## config.mk

```make
export PLATFORM = sky130hd
export DESIGN_NAME = implicant_subsumption_pruner_top
export DESIGN_NICKNAME = d
export VERILOG_FILES = /design/src/design/isp_pkg.sv /design/src/design/implicant_subsumption_pruner_top.sv /design/src/design/isp_front.sv /design/src/design/isp_queue.sv /design/src/design/isp_split.sv /design/src/design/isp_engine.sv
export SDC_FILE = /design/constraint.sdc
export NUM_CORES = 2
export LEC_CHECK = 0
export BUFFER_PORTS_ARGS = -buffer_cell sky130_fd_sc_hd__buf_2
export CAP_MARGIN = 5
export CORE_MARGIN = 2
export CORE_UTILIZATION = 40
export DETAILED_ROUTE_END_ITERATION = 7
export PLACE_DENSITY = 0.52
export SLEW_MARGIN = 5
export SYNTH_ARGS = -nofsm -noshare
export SYNTH_HDL_FRONTEND = slang
export SYNTH_SLANG_ARGS = --single-unit
```

## constraint.sdc

```tcl
create_clock -name clk -period 4.75 [get_ports clk]
set_input_delay 0 -clock clk [delete_from_list [all_inputs] [get_ports clk]]
set_output_delay 0 -clock clk [all_outputs]
set_load 0.01 [all_outputs]
```

## src/design/isp_pkg.sv

```systemverilog
// Package for the implicant subsumption pruner.
// Holds shared widths, the digit vector type, the engine state type and the
// subsumption test. No dependencies.
package isp_pkg;

  localparam int LEVEL_REGS = 6;
  localparam int LEVEL_W    = 4;
  localparam int COUNT_W    = 3;
  localparam int IN_ROW_W   = 25;
  localparam int TDATA_W    = 32;

  localparam logic [COUNT_W-1:0] REG_COND_COUNT = 3'd0;
  localparam logic [COUNT_W-1:0] REG_LEVELS_0   = 3'd1;
  localparam logic [COUNT_W-1:0] REG_LEVELS_5   = 3'd6;

  typedef logic [LEVEL_REGS-1:0][LEVEL_W-1:0] digits_t;

  typedef struct packed {
    logic [COUNT_W-1:0] used;    // condition count clipped to the supported maximum
    digits_t            levels;
  } isp_cfg_t;

  typedef enum logic [3:0] {
    S_IDLE,
    S_RS_RD,
    S_RS_START,
    S_RS_WAIT,
    S_C_START,
    S_C_WAIT,
    S_CMP_RD,
    S_CMP_CHK,
    S_DECIDE,
    S_EMIT_RD,
    S_EMIT_LD,
    S_EMIT_HOLD
  } eng_state_t;

  // True when the kept digits cover the candidate: some used kept digit is a
  // don't care and every other used kept digit matches.
  function automatic logic subsumes(digits_t kept, digits_t cand,
                                    logic [COUNT_W-1:0] used);
    logic has_zero;
    logic all_match;
    has_zero  = 1'b0;
    all_match = 1'b1;
    for (int i = 0; i < LEVEL_REGS; i++) begin
      if (COUNT_W'(i) < used) begin
        if (kept[i] == '0) begin
          has_zero = 1'b1;
        end else if (kept[i] != cand[i]) begin
          all_match = 1'b0;
        end
      end
    end
    return has_zero && all_match;
  endfunction

endpackage

```

## src/design/implicant_subsumption_pruner_top.sv

```systemverilog
// Implicant subsumption pruner, top level. Uses isp_pkg, isp_front, isp_queue, isp_engine.
// A row passes the front register and the queue to the engine, which splits it with the
// bit-serial splitter and walks the kept store; it takes the next row only when done with
// the last. The last row plays the kept list out; after a config write the next row
// re-splits the store first. Sync reset empties list and queue; store not cleared.
module implicant_subsumption_pruner_top
  import isp_pkg::*;
#(
  parameter int MAX_ROWS       = 64,
  parameter int MAX_CONDITIONS = 6,
  parameter int ROW_BITS       = 24
) (
  input  logic                clk,
  input  logic                rst,
  // config write port
  input  logic                cfg_we,
  input  logic [COUNT_W-1:0]  cfg_index,
  input  logic [LEVEL_W-1:0]  cfg_data,
  // input requests
  input  logic                s_axis_tvalid,
  output logic                s_axis_tready,
  input  logic [TDATA_W-1:0]  s_axis_tdata,   // [24:0] row_number, rest zero
  input  logic                s_axis_tlast,   // is_last
  // result requests
  output logic                m_axis_tvalid,
  input  logic                m_axis_tready,
  output logic [TDATA_W-1:0]  m_axis_tdata,   // [24:0] kept_row, rest zero
  output logic                m_axis_tlast,   // last_kept
  output logic                m_axis_tuser    // [0] overflowed
);

  logic [COUNT_W-1:0]  cond_count;
  digits_t             levels;
  isp_cfg_t            cfg;

  logic                f_valid;
  logic                f_ready;
  logic [ROW_BITS-1:0] f_value;
  logic                f_last;
  logic                q_valid;
  logic                q_ready;
  logic [ROW_BITS:0]   q_data;
  logic [IN_ROW_W-1:0] out_row;

  // Hold the configuration registers; indexes past the supported
  // conditions are dropped.
  always_ff @(posedge clk) begin
    if (rst) begin
      cond_count <= COUNT_W'(3);
      levels     <= {LEVEL_REGS{LEVEL_W'(2)}};
    end else if (cfg_we) begin
      if (cfg_index == REG_COND_COUNT) begin
        cond_count <= cfg_data[COUNT_W-1:0];
      end else if (cfg_index >= REG_LEVELS_0 && cfg_index <= REG_LEVELS_5 &&
                   (cfg_index - REG_LEVELS_0) < COUNT_W'(MAX_CONDITIONS)) begin
        levels[cfg_index - REG_LEVELS_0] <= cfg_data;
      end
    end
  end

  // Clip the condition count to what the design supports.
  always_comb begin
    cfg.levels = levels;
    cfg.used   = (cond_count > COUNT_W'(MAX_CONDITIONS)) ? COUNT_W'(MAX_CONDITIONS)
                                                         : cond_count;
  end

  isp_front #(.ROW_BITS(ROW_BITS)) u_front (
    .clk        (clk),
    .rst        (rst),
    .in_valid   (s_axis_tvalid),
    .in_ready   (s_axis_tready),
    .in_row     (s_axis_tdata[IN_ROW_W-1:0]),
    .in_last    (s_axis_tlast),
    .item_valid (f_valid),
    .item_ready (f_ready),
    .item_value (f_value),
    .item_last  (f_last)
  );

  isp_queue #(.WIDTH(ROW_BITS + 1)) u_queue (
    .clk        (clk),
    .rst        (rst),
    .push_valid (f_valid),
    .push_ready (f_ready),
    .push_data  ({f_last, f_value}),
    .pop_valid  (q_valid),
    .pop_ready  (q_ready),
    .pop_data   (q_data)
  );

  isp_engine #(.MAX_ROWS(MAX_ROWS), .ROW_BITS(ROW_BITS)) u_engine (
    .clk         (clk),
    .rst         (rst),
    .cfg         (cfg),
    .cfg_changed (cfg_we),
    .item_valid  (q_valid),
    .item_ready  (q_ready),
    .item_value  (q_data[ROW_BITS-1:0]),
    .item_last   (q_data[ROW_BITS]),
    .out_valid   (m_axis_tvalid),
    .out_ready   (m_axis_tready),
    .out_row     (out_row),
    .out_last    (m_axis_tlast),
    .out_ovf     (m_axis_tuser)
  );

  assign m_axis_tdata = TDATA_W'(out_row);

endmodule

```

## src/design/isp_front.sv

```systemverilog
// Input stage of the pruner: takes stream requests, forms the 0-based row
// value and holds it in a register until the queue takes it. Uses isp_pkg.
module isp_front
  import isp_pkg::*;
#(
  parameter int ROW_BITS = 24
) (
  input  logic                clk,
  input  logic                rst,
  input  logic                in_valid,
  output logic                in_ready,
  input  logic [IN_ROW_W-1:0] in_row,
  input  logic                in_last,
  output logic                item_valid,
  input  logic                item_ready,
  output logic [ROW_BITS-1:0] item_value,
  output logic                item_last
);

  logic                hold_valid;
  logic [ROW_BITS-1:0] hold_value;
  logic                hold_last;
  logic [ROW_BITS-1:0] value_next;

  // Row numbers are 1-based; wrap modulo the row width.
  assign value_next = ROW_BITS'({{ROW_BITS{1'b0}}, in_row} - (ROW_BITS + IN_ROW_W)'(1));
  assign in_ready   = !hold_valid || item_ready;
  assign item_valid = hold_valid;
  assign item_value = hold_value;
  assign item_last  = hold_last;

  always_ff @(posedge clk) begin
    if (rst) begin
      hold_valid <= 1'b0;
    end else if (in_ready) begin
      hold_valid <= in_valid;
    end
  end

  always_ff @(posedge clk) begin
    if (in_valid && in_ready) begin
      hold_value <= value_next;
      hold_last  <= in_last;
    end
  end

endmodule

```

## src/design/isp_queue.sv

```systemverilog
// Two-entry queue between the input stage and the engine.
// Depends only on its parameter; uses isp_pkg for nothing beyond style.
module isp_queue
  import isp_pkg::*;
#(
  parameter int WIDTH = 25
) (
  input  logic             clk,
  input  logic             rst,
  input  logic             push_valid,
  output logic             push_ready,
  input  logic [WIDTH-1:0] push_data,
  output logic             pop_valid,
  input  logic             pop_ready,
  output logic [WIDTH-1:0] pop_data
);

  logic [1:0][WIDTH-1:0] slots;
  logic                  wr_ptr;
  logic                  rd_ptr;
  logic [1:0]            fill;
  logic                  do_push;
  logic                  do_pop;

  assign push_ready = (fill != 2'd2);
  assign pop_valid  = (fill != 2'd0);
  assign pop_data   = slots[rd_ptr];
  assign do_push    = push_valid && push_ready;
  assign do_pop     = pop_valid && pop_ready;

  always_ff @(posedge clk) begin
    if (rst) begin
      wr_ptr <= 1'b0;
      rd_ptr <= 1'b0;
      fill   <= 2'd0;
    end else begin
      if (do_push) wr_ptr <= !wr_ptr;
      if (do_pop)  rd_ptr <= !rd_ptr;
      if (do_push && !do_pop) fill <= fill + 2'd1;
      else if (do_pop && !do_push) fill <= fill - 2'd1;
    end
  end

  always_ff @(posedge clk) begin
    if (do_push) slots[wr_ptr] <= push_data;
  end

endmodule

```

## src/design/isp_split.sv

```systemverilog
// Mixed-radix digit splitter: restoring division by each condition base,
// one quotient bit per cycle, least significant digit first. Uses isp_pkg.
module isp_split
  import isp_pkg::*;
#(
  parameter int ROW_BITS = 24
) (
  input  logic                clk,
  input  logic                rst,
  input  logic                start,
  input  logic [ROW_BITS-1:0] value,
  input  isp_cfg_t            cfg,
  output logic                busy,
  output logic                done,
  output digits_t             digits
);

  localparam int BC_W = (ROW_BITS > 1) ? $clog2(ROW_BITS) : 1;

  logic [ROW_BITS-1:0] cur;
  logic [LEVEL_W-1:0]  rem;
  logic [BC_W-1:0]     bitcnt;
  logic [COUNT_W-1:0]  dig_idx;
  logic [LEVEL_W:0]    base;
  logic [LEVEL_W:0]    trial;
  logic                qbit;
  logic [LEVEL_W:0]    rem_new;

  assign base    = {1'b0, cfg.levels[dig_idx]} + (LEVEL_W + 1)'(1);
  assign trial   = {rem, cur[ROW_BITS-1]};
  assign qbit    = (trial >= base);
  assign rem_new = qbit ? (trial - base) : trial;

  always_ff @(posedge clk) begin
    if (rst) begin
      busy <= 1'b0;
      done <= 1'b0;
    end else begin
      done <= 1'b0;
      if (start && !busy) begin
        if (cfg.used == '0) begin
          done <= 1'b1;
        end else begin
          busy <= 1'b1;
        end
      end else if (busy && bitcnt == BC_W'(ROW_BITS - 1) && dig_idx == '0) begin
        busy <= 1'b0;
        done <= 1'b1;
      end
    end
  end

  always_ff @(posedge clk) begin
    if (start && !busy) begin
      cur     <= value;
      rem     <= '0;
      bitcnt  <= '0;
      dig_idx <= cfg.used - COUNT_W'(1);
      digits  <= '0;
    end else if (busy) begin
      cur <= {cur[ROW_BITS-2:0], qbit};
      if (bitcnt == BC_W'(ROW_BITS - 1)) begin
        digits[dig_idx] <= rem_new[LEVEL_W-1:0];
        rem             <= '0;
        bitcnt          <= '0;
        dig_idx         <= dig_idx - COUNT_W'(1);
      end else begin
        rem    <= rem_new[LEVEL_W-1:0];
        bitcnt <= bitcnt + BC_W'(1);
      end
    end
  end

endmodule

```

## src/design/isp_engine.sv

```systemverilog
// Back end of the pruner: splits each row into digits, compares it with the
// kept store, stores survivors and plays the list out. Uses isp_pkg, isp_split.
module isp_engine
  import isp_pkg::*;
#(
  parameter int MAX_ROWS = 64,
  parameter int ROW_BITS = 24
) (
  input  logic                clk,
  input  logic                rst,
  input  isp_cfg_t            cfg,
  input  logic                cfg_changed,
  input  logic                item_valid,
  output logic                item_ready,
  input  logic [ROW_BITS-1:0] item_value,
  input  logic                item_last,
  output logic                out_valid,
  input  logic                out_ready,
  output logic [IN_ROW_W-1:0] out_row,
  output logic                out_last,
  output logic                out_ovf
);

  localparam int AW = (MAX_ROWS > 1) ? $clog2(MAX_ROWS) : 1;
  localparam int CW = $clog2(MAX_ROWS + 1);

  eng_state_t state, state_next;

  logic [ROW_BITS-1:0] mem_val [MAX_ROWS];
  digits_t             mem_dig [MAX_ROWS];
  logic [ROW_BITS-1:0] rd_val;
  digits_t             rd_dig;

  logic [ROW_BITS-1:0] cand_v;
  logic                cand_last;
  digits_t             cand_dig;
  logic [CW-1:0]       idx;
  logic [CW-1:0]       kept_count;
  logic                ovf;
  logic                stale;
  logic                dropped;

  logic                mem_rd;
  logic                split_start;
  logic [ROW_BITS-1:0] split_value;
  logic                split_busy;
  logic                split_done;
  digits_t             split_digits;
  logic                at_end;
  logic                hit;
  logic [ROW_BITS:0]   row_plus;

  assign at_end   = (idx == kept_count);
  assign hit      = subsumes(rd_dig, cand_dig, cfg.used);
  assign row_plus = {1'b0, rd_val} + (ROW_BITS + 1)'(1);

  isp_split #(.ROW_BITS(ROW_BITS)) u_split (
    .clk    (clk),
    .rst    (rst),
    .start  (split_start),
    .value  (split_value),
    .cfg    (cfg),
    .busy   (split_busy),
    .done   (split_done),
    .digits (split_digits)
  );

  always_comb begin
    state_next = state;
    case (state)
      S_IDLE:      if (item_valid) state_next = (stale && kept_count != '0) ? S_RS_RD
                                                                          : S_C_START;
      S_RS_RD:     state_next = at_end ? S_C_START : S_RS_START;
      S_RS_START:  state_next = S_RS_WAIT;
      S_RS_WAIT:   if (split_done) state_next = S_RS_RD;
      S_C_START:   state_next = S_C_WAIT;
      S_C_WAIT:    if (split_done) state_next = S_CMP_RD;
      S_CMP_RD:    state_next = at_end ? S_DECIDE : S_CMP_CHK;
      S_CMP_CHK:   state_next = hit ? S_DECIDE : S_CMP_RD;
      S_DECIDE:    state_next = cand_last ? S_EMIT_RD : S_IDLE;
      S_EMIT_RD:   state_next = at_end ? S_IDLE : S_EMIT_LD;
      S_EMIT_LD:   state_next = S_EMIT_HOLD;
      S_EMIT_HOLD: if (out_ready) state_next = S_EMIT_RD;
      default:     state_next = S_IDLE;
    endcase
  end

  always_comb begin
    item_ready  = (state == S_IDLE);
    mem_rd      = ((state == S_RS_RD) || (state == S_CMP_RD) || (state == S_EMIT_RD))
                  && !at_end;
    split_start = (state == S_RS_START) || (state == S_C_START);
    split_value = (state == S_RS_START) ? rd_val : cand_v;
  end

  always_ff @(posedge clk) begin
    if (rst) state <= S_IDLE;
    else     state <= state_next;
  end

  // Kept store: one write and one registered read per cycle.
  always_ff @(posedge clk) begin
    if (mem_rd) begin
      rd_val <= mem_val[idx[AW-1:0]];
      rd_dig <= mem_dig[idx[AW-1:0]];
    end
    if (state == S_RS_WAIT && split_done) begin
      mem_dig[idx[AW-1:0]] <= split_digits;
    end
    if (state == S_DECIDE && !dropped && kept_count < CW'(MAX_ROWS)) begin
      mem_val[kept_count[AW-1:0]] <= cand_v;
      mem_dig[kept_count[AW-1:0]] <= cand_dig;
    end
  end

  always_ff @(posedge clk) begin
    if (rst) begin
      kept_count <= '0;
      ovf        <= 1'b0;
      stale      <= 1'b0;
      out_valid  <= 1'b0;
    end else begin
      if (cfg_changed) stale <= 1'b1;
      else if (state == S_RS_RD && at_end) stale <= 1'b0;
      if (state == S_DECIDE && !dropped) begin
        if (kept_count < CW'(MAX_ROWS)) kept_count <= kept_count + CW'(1);
        else                            ovf        <= 1'b1;
      end
      if (state == S_EMIT_RD && at_end) begin
        kept_count <= '0;
        ovf        <= 1'b0;
      end
      if (state == S_EMIT_LD)                    out_valid <= 1'b1;
      else if (out_valid && out_ready)           out_valid <= 1'b0;
    end
  end

  always_ff @(posedge clk) begin
    case (state)
      S_IDLE: begin
        cand_v    <= item_value;
        cand_last <= item_last;
        idx       <= '0;
        dropped   <= 1'b0;
      end
      S_RS_RD:   if (at_end) idx <= '0;
      S_RS_WAIT: if (split_done) idx <= idx + CW'(1);
      S_C_WAIT:  if (split_done) cand_dig <= split_digits;
      S_CMP_CHK: begin
        if (hit) dropped <= 1'b1;
        else     idx     <= idx + CW'(1);
      end
      S_DECIDE:  idx <= '0;
      S_EMIT_LD: begin
        out_row  <= IN_ROW_W'(row_plus);
        out_last <= (idx + CW'(1) == kept_count);
        out_ovf  <= ovf;
      end
      S_EMIT_HOLD: if (out_ready) idx <= idx + CW'(1);
      default: ;
    endcase
  end

  a_count_bound: assert property (@(posedge clk) disable iff (rst)
    kept_count <= CW'(MAX_ROWS))
    else $error("kept count above store size");

  a_valid_state: assert property (@(posedge clk) disable iff (rst)
    out_valid |-> state == S_EMIT_HOLD || state == S_EMIT_RD)
    else $error("result shown outside playback");

  a_split_idle: assert property (@(posedge clk) disable iff (rst)
    split_start |-> !split_busy)
    else $error("splitter started while busy");

  a_list_clear: assert property (@(posedge clk) disable iff (rst)
    (state == S_EMIT_RD && at_end) |=> kept_count == '0 && !ovf)
    else $error("list state not cleared after playback");

endmodule
```

==> flow_metrics.env <==
export IMPL_tightest_slew_ps=1250
export IMPL_cts_tree="built"
export IMPL_min_path_type="in2reg"
export IMPL_seq_power_share=0.458
export IMPL_slew_violations=0
export IMPL_crit_arrival_ps=4700
export IMPL_p_int_mw=56.7
export IMPL_holdWs_ps=36.6
export IMPL_synth_flop_cell="edfxtp_1"
export IMPL_synthTopCellsByArea="edfxtp_1 (76%), mux4_2 (15%), dfxtp_1 (1.2%)"
export IMPL_fmax_mhz=251
export IMPL_hpwl_um=193000
export IMPL_critPathMaxFanout=15
export IMPL_synth_top_cell_area_share=0.758
export IMPL_critPathLaunchType="register"
export IMPL_grt_overflow=0
export IMPL_fillers=27117
export IMPL_totalWireLength_um=333000
export IMPL_num_vias=61963
export IMPL_endpoint_kind="register"
export IMPL_syn2layout_area_growth_pct=15.5
export IMPL_grt_util_all_layers=0.199
export IMPL_area_sequential_um2=101000
export IMPL_synth_cells=6002
export IMPL_ys_seq_elements=3387
export IMPL_cts_max_path_buffers=4
export IMPL_rows=210
export IMPL_core_um2=327000
export IMPL_die_area_um2=332000
export IMPL_rrSetupSlack_ps=770
export IMPL_r2r_end="u_engine.u_split.rem[2]"
export IMPL_combPwrFrac=0.198
export IMPL_setup_viol_count_final=0
export IMPL_routedWlPerCell_um=29.9
export IMPL_syn_mean_instance_area_um2=21.8
export IMPL_hold_viol=0
export IMPL_r2r_cells=11
export IMPL_grt_pass1_wl_um=474000
export IMPL_cts_root_buf="clkbuf_16"
export IMPL_status="complete, no violations"
export IMPL_final_nets=6573
export IMPL_total_power_mw=78.6
export IMPL_worstHoldPathCells=5
export IMPL_fin_worst_skew_ps=43.9
export IMPL_cts_inserted_buffers=357
export IMPL_ant_nets=0
export IMPL_die_w_um=576
export IMPL_max_slew_margin=0.168
export IMPL_cap_violations=0
export IMPL_route_detailed_drc=0
export IMPL_h_tree_depth=5
export IMPL_grt_pass1_vias=63484
export IMPL_numPortBuffers=65
export IMPL_required_ps=5480
export IMPL_postCtsSetupRepairBufs=0
export IMPL_ys_types=72
export IMPL_vdd_drop_max_mv=0.440
export IMPL_gp_congestion=0.819
export IMPL_clock_latency_ps=880
export IMPL_yosys_top_cells_count="edfxtp_1 (3306), mux4_2 (892), nor2_1 (234)"
export IMPL_cts_sinks=3387
export IMPL_yosys_warnings=0
export IMPL_drive_above_1_share=0.291
export IMPL_power_switching_mw=21.8
export IMPL_swShare=0.278
export IMPL_yosysTopAreaCell="edfxtp_1"
export IMPL_pin_count=81
export IMPL_yosysMostFrequentCell="edfxtp_1"
export IMPL_rsz0062_at_grt="false"
export IMPL_async_flop_share=0
export IMPL_reg2reg_from="u_engine.u_split.dig_idx[1]"
export IMPL_setup_tns_ps=0
export IMPL_dr_pass1_iters=6
export IMPL_endpoint="u_engine.u_split.rem[2]"
export IMPL_fin_crit_sh=0.838
export IMPL_clk_pin_slew_ps=60
export IMPL_dr_first_iter_drc_count=5920
export IMPL_power_density_nw_per_um2=519
export IMPL_crit_start="u_engine.u_split.dig_idx[1]"
export IMPL_grt_start_max_net_pins=110
export IMPL_synth_edff_count=3306
export IMPL_vias_per_cell=5.56
export IMPL_synth_seq_area_share=0.770
export IMPL_p_leak_nw=50.6
export IMPL_fp_dieH_um=576
export IMPL_min_period_ps=3980
export IMPL_power_share_clock=0.343
export IMPL_antenna_found_initial=5
export IMPL_synth_area_um2=131000
export IMPL_start_util=0.401
export IMPL_multi_input_area_um2=29500
export IMPL_critPathKind="reg2reg"
==> metal layers <==
layer  up-vias  track usage  wire length, um
met4         2       0.0670            11500
met2      1619        0.340           170000
met5         -      0.00387              180
met1     33695        0.266           136000
met3       469       0.0244            15300
li1      26178            -                -
==> kinds of logic (layout without fill, tap and decap cells) <==
group / Yosys count / in the layout / share of synthesized area
and+or+nand+nor: 690 / 690 / 0.0245
xor gates and xnor gates: 98 / 98 / 0.00655
AOI/OAI and AO/OA: 404 / 404 / 0.0203
adders and majority gates: 20 / 20 / 0.00197
muxes: 1041 / 1041 / 0.165
DFF: 3387 / 3387 / 0.770
buffers and inverters: 361 / 1143 / 0.0118
other: 1 / 14 / 0.0000286
==> flip-flops by register name, summed over array words and instances (netlist names), 25 cells and up <==
| register | count |
|---|---|
| u_engine.mem_dig | 1536 |
| u_engine.mem_val | 1536 |
| u_queue.slots | 50 |
| u_engine.out_row | 25 |
==> area by class of cell <==
type                    instances  area share
diodes                          7    0.000116
clock buffers                 447      0.0629
clock inverters               194      0.0109
inverters                      33    0.000868
multi-input cells            2260       0.195
flip-flops and latches       3387       0.667
well taps                    4346      0.0359
repair buffers                469      0.0278
==> cells in the final DEF (no fill, tap or decap), types with 11 or more instances in the layout <==
cell	n
clkbuf_16	368
dlygate4sd3_1	90
nand2b_1	11
ha_1	19
edfxtp_1	3306
clkbuf_1	77
mux2i_1	119
bufinv_16	27
clkinv_1	86
a21oi_1	101
nor2_2	51
and3_1	11
nand3_1	42
o21ai_0	70
a22oi_1	100
buf_4	265
nor2b_1	78
nand2_1	189
xor2_1	59
nand2_2	24
mux2_2	30
nor4_1	15
nor2_4	82
mux4_2	892
nor3_1	20
buf_2	65
dfxtp_1	81
clkinv_2	62
buf_12	48
nand4_1	13
xnor2_1	39
nor2_1	101
a211oi_1	73
inv_1	31
==> worst max-delay path: stages (launching register included) <==
cell      delay [ps]
edfxtp_1         680
inv_1            280
a221o_1          370
o21ai_0          190
inv_1             90
ha_1             240
xor2_1           170
ha_1             380
a21oi_1          100
o21ai_0          510
mux2i_1          680
o21ai_0          150
==> per-stage QoR <==
stage,utilization,std cells,area (um^2),worst slack (ps)
floorplan,-,6008,131000,571
global placement,0.426,10404,139000,778
detailed placement,0.426,10405,139000,767
CTS,0.463,11136,151000,762
global route,0.463,11137,151000,364
finish,0.463,11143,151000,772
==> power groups by stage <==
stage | Combinational [mW] | Clock (mW) | Sequential (mW)
2_1_floorplan | 8.91 | 0 | 37.2
3_3_place_gp | 15.6 | 0 | 36.6
3_5_place_dp | 15.9 | 0 | 36.6
4_1_cts | 15.9 | 27.5 | 36.0
5_1_grt | 16.7 | 28.6 | 36.1
6_report | 15.6 | 27.0 | 36.0
==> worst min-delay path by stage <==
stage / slack (ps) / start / to
detailed placement: 200 / s_axis_tlast / u_front.item_last
CTS: 0.2 / cfg_data[3] / cfg[11]
finish: 40 / m_axis_tready / u_engine.out_valid
global route: 80 / m_axis_tready / u_engine.out_valid
global placement: 200 / s_axis_tlast / u_front.item_last
floorplan: 100 / s_axis_tlast / u_front.item_last
==> what timing repair did <==
item / 4_1_cts / 5_1_grt
hold buffers: 90 / 0
hold endpoints to repair: 90 / 0
setup endpoints to repair: 0 / 0
gates resized for setup: 0 / 0
(Power assumes the default switching activity.)
